==> src/xsr_pkg.sv <==
// shared types, codes and constants for the xorshift64 range generator
// no dependencies; used by xsr_mul and xorshift64_random_with_range_core
package xsr_pkg;

  typedef logic [31:0] word_t;
  typedef logic [63:0] dword_t;

  // operation codes carried on tuser
  localparam logic [1:0] FUNC_DRAW  = 2'd0;
  localparam logic [1:0] FUNC_MERGE = 2'd1;
  localparam logic [1:0] FUNC_LOAD  = 2'd2;

  localparam word_t  MIX_MULT    = 32'd2466808117;
  localparam word_t  FNV_PRIME   = 32'd16777619;
  localparam dword_t STATE_RESET = 64'h1234_5678_9abc_def0;

  localparam int unsigned XS_A = 12;
  localparam int unsigned XS_B = 25;
  localparam int unsigned XS_C = 27;

  // one xorshift step, a zero state is first forced to one
  function automatic dword_t xorshift64(input dword_t s);
    dword_t r;
    r = (s == '0) ? 64'd1 : s;
    r = r ^ (r >> XS_A);
    r = r ^ (r << XS_B);
    r = r ^ (r >> XS_C);
    return r;
  endfunction

endpackage

==> src/xsr_mul.sv <==
// shared 32x32 unsigned multiplier with registered 64-bit product
// depends on xsr_pkg for word types
module xsr_mul (
  input  logic           clk,
  input  xsr_pkg::word_t a,
  input  xsr_pkg::word_t b,
  output xsr_pkg::dword_t prod
);

  always_ff @(posedge clk) begin
    prod <= 64'(a) * 64'(b);
  end

endmodule

==> src/xorshift64_random_with_range_core.sv <==
// xorshift64 generator with range mapping, entropy merge and seed load
// depends on xsr_pkg and the shared multiplier xsr_mul
//
// The block keeps a 64-bit generator state and takes one item at a time. A
// draw with a non-empty range runs one xorshift step, then three passes
// through the single registered 32x32 multiplier for the two mixing products
// and the multiply-high range map, then the output stage; a full-range draw
// skips the last multiplier pass, and a draw whose low and high are equal
// goes straight to the output stage. A merge takes one multiplier pass, a
// load is done in the idle state, and func 3 is dropped there. Results
// sit in an output register, so a draw only waits on the master side when an
// earlier result has not yet been taken.
module xorshift64_random_with_range_core (
  input  logic         clk,
  input  logic         rst,
  input  logic         s_tvalid,
  output logic         s_tready,
  // range_low [31:0], range_high [63:32], data_byte [71:64], seed_value [135:72]
  input  logic [135:0] s_tdata,
  input  logic         s_tlast,   // last_byte
  input  logic [1:0]   s_tuser,   // func
  output logic         m_tvalid,
  input  logic         m_tready,
  output logic [31:0]  m_tdata    // value [31:0]
);

  typedef enum logic [2:0] {
    S_IDLE, S_ADV, S_P1, S_P2, S_MAP, S_FIN, S_OUT, S_MFIN
  } fsm_t;

  fsm_t fsm;
  xsr_pkg::dword_t gen_state;
  xsr_pkg::word_t  low_r, n_r, mix_r, res_r;
  logic [7:0]      byte_r;
  logic            last_r;

  xsr_pkg::word_t  mul_a, mul_b, mix_c;
  xsr_pkg::dword_t prod, merged;
  logic            in_xfer, out_free;

  assign s_tready = (fsm == S_IDLE);
  assign in_xfer  = s_tvalid && s_tready;
  assign out_free = !m_tvalid || m_tready;
  assign mix_c    = mix_r ^ prod[31:0];
  assign merged   = gen_state ^ prod;

  // operand selection for the shared multiplier
  always_comb begin
    case (fsm)
      S_P1: begin
        mul_a = gen_state[63:32];
        mul_b = gen_state[31:0];
      end
      S_P2: begin
        mul_a = ~gen_state[47:16];
        mul_b = xsr_pkg::MIX_MULT;
      end
      S_MAP: begin
        mul_a = mix_c;
        mul_b = n_r;
      end
      default: begin
        // idle slot is used to start a merge product
        mul_a = gen_state[31:0] ^ {24'd0, s_tdata[71:64]};
        mul_b = xsr_pkg::FNV_PRIME;
      end
    endcase
  end

  xsr_mul u_mul (
    .clk  (clk),
    .a    (mul_a),
    .b    (mul_b),
    .prod (prod)
  );

  always_ff @(posedge clk) begin
    if (rst) begin
      fsm       <= S_IDLE;
      gen_state <= xsr_pkg::STATE_RESET;
      m_tvalid  <= 1'b0;
    end else begin
      // the output step sets valid itself
      if (m_tready && fsm != S_OUT) begin
        m_tvalid <= 1'b0;
      end
      case (fsm)
        S_IDLE: begin
          if (in_xfer) begin
            low_r  <= s_tdata[31:0];
            n_r    <= s_tdata[63:32] - s_tdata[31:0] + 32'd1;
            byte_r <= s_tdata[71:64];
            last_r <= s_tlast;
            case (s_tuser)
              xsr_pkg::FUNC_DRAW: begin
                if (s_tdata[63:32] == s_tdata[31:0]) begin
                  res_r <= s_tdata[31:0];
                  fsm   <= S_OUT;
                end else begin
                  fsm <= S_ADV;
                end
              end
              xsr_pkg::FUNC_MERGE: begin
                fsm <= S_MFIN;
              end
              xsr_pkg::FUNC_LOAD: begin
                gen_state <= (s_tdata[135:72] == '0) ? 64'd1 : s_tdata[135:72];
              end
              default: begin
              end
            endcase
          end
        end
        S_ADV: begin
          gen_state <= xsr_pkg::xorshift64(gen_state);
          fsm       <= S_P1;
        end
        S_P1: begin
          fsm <= S_P2;
        end
        S_P2: begin
          mix_r <= prod[31:0];
          fsm   <= S_MAP;
        end
        S_MAP: begin
          if (n_r == '0) begin
            // full range, mixed word is the offset itself
            res_r <= low_r + mix_c;
            fsm   <= S_OUT;
          end else begin
            fsm <= S_FIN;
          end
        end
        S_FIN: begin
          res_r <= low_r + prod[63:32];
          fsm   <= S_OUT;
        end
        S_OUT: begin
          if (out_free) begin
            m_tdata  <= res_r;
            m_tvalid <= 1'b1;
            fsm      <= S_IDLE;
          end
        end
        S_MFIN: begin
          gen_state <= (last_r && merged == '0) ? 64'd1 : merged;
          fsm       <= S_IDLE;
        end
        default: begin
          fsm <= S_IDLE;
        end
      endcase
    end
  end

  a_load_nonzero: assert property (@(posedge clk) disable iff (rst)
    in_xfer && s_tuser == xsr_pkg::FUNC_LOAD |=> gen_state != '0)
    else $error("load left a zero generator state");

  a_adv_nonzero: assert property (@(posedge clk) disable iff (rst)
    fsm == S_ADV |=> gen_state != '0)
    else $error("xorshift step produced a zero state");

  a_out_source: assert property (@(posedge clk) disable iff (rst)
    $rose(m_tvalid) |-> $past(fsm) == S_OUT)
    else $error("result presented outside the output step");

  a_merge_byte: assert property (@(posedge clk) disable iff (rst)
    fsm == S_MFIN |-> $past(mul_a[7:0]) == (byte_r ^ $past(gen_state[7:0])))
    else $error("merge product started with the wrong byte");

endmodule
==> config.mk <==
export PLATFORM = sky130hd
export DESIGN_NAME = xorshift64_random_with_range_core
export DESIGN_NICKNAME = d
export VERILOG_FILES = /design/src/xsr_pkg.sv /design/src/xsr_mul.sv /design/src/xorshift64_random_with_range_core.sv
export SDC_FILE = /design/constraint.sdc
export NUM_CORES = 2
export LEC_CHECK = 0
export BUFFER_PORTS_ARGS = -buffer_cell sky130_fd_sc_hd__buf_2
export CORE_MARGIN = 1
export CORE_UTILIZATION = 55
export CTS_CLUSTER_DIAMETER = 200
export DETAILED_ROUTE_END_ITERATION = 10
export GPL_TIMING_DRIVEN = 0
export HOLD_SLACK_MARGIN = 0.15
export PLACE_DENSITY = 0.76
export SLEW_MARGIN = 20
export SYNTH_ARGS = -nofsm -noshare
export SYNTH_HDL_FRONTEND = slang
export SYNTH_SLANG_ARGS = --single-unit
export TNS_END_PERCENT = 100
==> constraint.sdc <==
create_clock -name clk -period 12.95 [get_ports clk]
set_input_delay 2.59 -clock clk [delete_from_list [all_inputs] [get_ports clk]]
set_output_delay 2.59 -clock clk [all_outputs]
set_load 0.03 [all_outputs]
==> results.yml <==
status:
  outcome: "finished, final reports clean"
synthesis:
  yosysUniqueCellTypes: 78
  synth_fp_nets: 6988
  synth.avg_cell_area_um2: 8.947
  ys_warn_count: 0
  yosys-top-cells-area: "fa_1 (36%), edfxtp_1 (9.7%), ha_1 (8.9%)"
  synthFlopType: "edfxtp_1"
  yosysTopAreaCell: "fa_1"
  postSynth.asyncResetShare_pct: 0
  synth_cells: 5592
  ys_seq_area_share_pct: 14.95
  synthesis.area_um2: 50030
  synth-edff-count: 161
  synth-seq-cells: 293
  synth_top_area_share_pct: 35.93
die:
  dieArea_um2: 92180
  die_h_um: 303.6
  fp-row-count: 110
  die_w_um: 303.6
  start_util_pct: 55.58
  ios: 177
  core-area_um2: 90010
finish:
  layout_common_cells: "inv_1 (926), fa_1 (898), nor2_1 (765), nand2_1 (577), ha_1 (355)"
  area_delta_synth_final_pct: 8.243
  drive_gt1_share_pct: 6.784
  fin_nets: 7241
  layout_commonest_cell: "inv_1"
timing:
  grt_setup_unrepaired: "false"
  finalSetupViolCount: 0
  final_hold_viol_count: 0
  fmax_mhz: 80.38
  tns_ns: 0
  slew_viol_final: 0
  skew_ns: 0.02777
  period_needed_ns: 12.44
  timing.final.crit_share_pct: 96.07
  fin_ws_ns: 0.5084
  max_slew_margin_pct: 10.93
  worst_pin_slew_ns: 1.336
clocking:
  cts.clk_slew.worst_paths_ns: 0.08
  clk_latency_ns: 0.63
  post_cts_resized: 0
  post-cts-setup-buffer-count: 0
  clock_path_buffers: 3
  postCtsHoldBufs: 0
  cts_buffers: 28
  clock-sinks: 293
  cts-htree-levels: 1
  cts_tree: "built"
  cts_root_buf: "clkbuf_16"
placed_design:
  portBuffers: 175
  pre_cts_slack_ns: 0.6541
  dp_hpwl_um: 194900
  gp_congestion: 1.122
route:
  first_pass_iters: 8
  avgRoutedWirePerCell_um: 33.35
  wl_um: 235200
  num_vias: 45950
  dr.first_iter.drc_count: 7320
  viasPerCell: 6.516
  route.detailed.drc: 0
  ant_nets: 0
global_route:
  grt_start_max_net_pins: 35
  grt_pass1_vias: 45560
  grt_use_total_pct: 50.84
  grt_pass1_wl_um: 328800
  antenna_found_initial: 17
  grt-ovfl-total: 0
hold_path:
  hp-class: "flop to flop"
  min_path_cells: 0
worst_setup_path:
  worst-setup-path-type: "flop to flop"
  crit_path_max_incr_delay_ns: 1.07
  slowest_stage: "a21oi_1"
  arrival_ns: 12.91
  worstSetupStartpointType: "flop"
  crit_family: "adder cells"
  worstPathRequired_ns: 13.42
  cp.buffers_inverters: 5
  path_depth: 27
  endpoint_kind: "flop"
  crit_top_cell: "fa_1"
  worst-path-max-fanout: 10
  r2r_cells: 27
flow_run:
  max_cap_violations: 0
==> logic make-up after synthesis <==
| kind of cell | synth area share, % |
|---|---|
| simple gates | 13.87 |
| fa+ha+maj | 44.81 |
| buf+inv | 9.401 |
| compound gates | 10.24 |
| xor+xnor | 6.040 |
| flops | 14.95 |
| mux | 0.6977 |
==> sequential cells by signal, indices dropped and copies added (netlist names) <==
name,flops
gen_state,64
last_r,1
m_tvalid,1
u_mul.prod,64
low_r,32
mix_r,32
m_tdata,32
res_r,32
n_r,32
fsm,3
==> area by class of cell <==
class                      count  area [um2]
sequential                   293        7477
antenna                        9       22.52
buffer                       322        1237
clock inverter                20       196.4
clock buffer                  32       735.7
fill                        7923       35860
timing repair buffer         223        1378
inverter                     926        3476
multi-input combinational   4051       38160
tap                         1176        1471
==> metal layers <==
layer	track usage [%]	vias to the layer above	wire length, um
li1	-	18190	-
met1	65.59	22690	85350
met2	68.34	3960	90460
met3	24.12	1086	39790
met4	31.39	24	19320
met5	0.5685	-	221
==> through the flow <==
| stage | cells | hold WS [ns] | area [um2] | util (%) |
|---|---|---|---|---|
| 2_1_floorplan | 5592 | 0.4003 | 50030 | - |
| 3_3_place_gp | 6943 | 0.4030 | 52380 | 58.19 |
| 3_5_place_dp | 6989 | 0.4051 | 53120 | 59.02 |
| 4_1_cts | 7041 | 0.4085 | 54060 | 60.05 |
| 5_1_grt | 7045 | 0.4108 | 54140 | 60.14 |
| 6_report | 7052 | 0.4166 | 54150 | 60.16 |
==> synthesized netlist by cell type (all sizes together), types with 10 or more instances <==
master    n
edfxtp  161
o21a     34
a221o    10
o22ai    35
nand3    39
nor2b    18
o221ai   14
a21o     63
dfxtp   132
o22a     20
nand4    33
xor2    156
a21oi   163
o211ai   32
nor4     56
and2     20
a22oi    73
clkbuf  293
xnor2   189
a22o     18
a211oi   30
nand2b   52
and3     22
buf      29
ha      355
fa      898
mux2     15
nor2    772
o21ai   155
inv     926
o21bai   22
nand2   578
mux2i    18
nor3     32
or2      10
a221oi   25
==> worst reg2reg max path, cell delays in order, from the launching register on <==
cell,delay [ns]
dfxtp_1,0.33
nand2b_1,0.33
nor2_1,0.81
nor2_1,0.15
clkbuf_1,0.39
clkbuf_1,0.45
a21oi_1,1.07
clkbuf_1,0.74
nor2_1,0.18
fa_1,0.54
fa_1,0.52
fa_1,0.52
inv_1,0.05
fa_1,0.50
inv_1,0.06
fa_1,0.49
fa_1,0.52
fa_1,0.69
fa_1,0.52
ha_1,0.51
nand2_1,0.28
nor2_1,0.22
nand2_1,0.23
or4_1,0.75
o21a_1,0.34
o41a_1,0.45
nand2_2,0.19
xor2_1,0.45
==> worst paths after layout <==
path / from / slack [ns] / end
hold reg to reg: res_r[14]$_DFFE_PP_ / 0.42 / m_tdata[14]$_DFFE_PP_
hold / removal: res_r[14]$_DFFE_PP_ / 0.42 / m_tdata[14]$_DFFE_PP_
setup reg to reg: fsm[1]$_SDFFE_PP0P_ / 0.51 / u_mul.prod[55]$_DFF_P_
setup / recovery: fsm[1]$_SDFFE_PP0P_ / 0.51 / u_mul.prod[55]$_DFF_P_
Power is left out: the tool's default activity adds up to more than one toggle a clock period on the data nets, which glitch-free logic cannot reach.
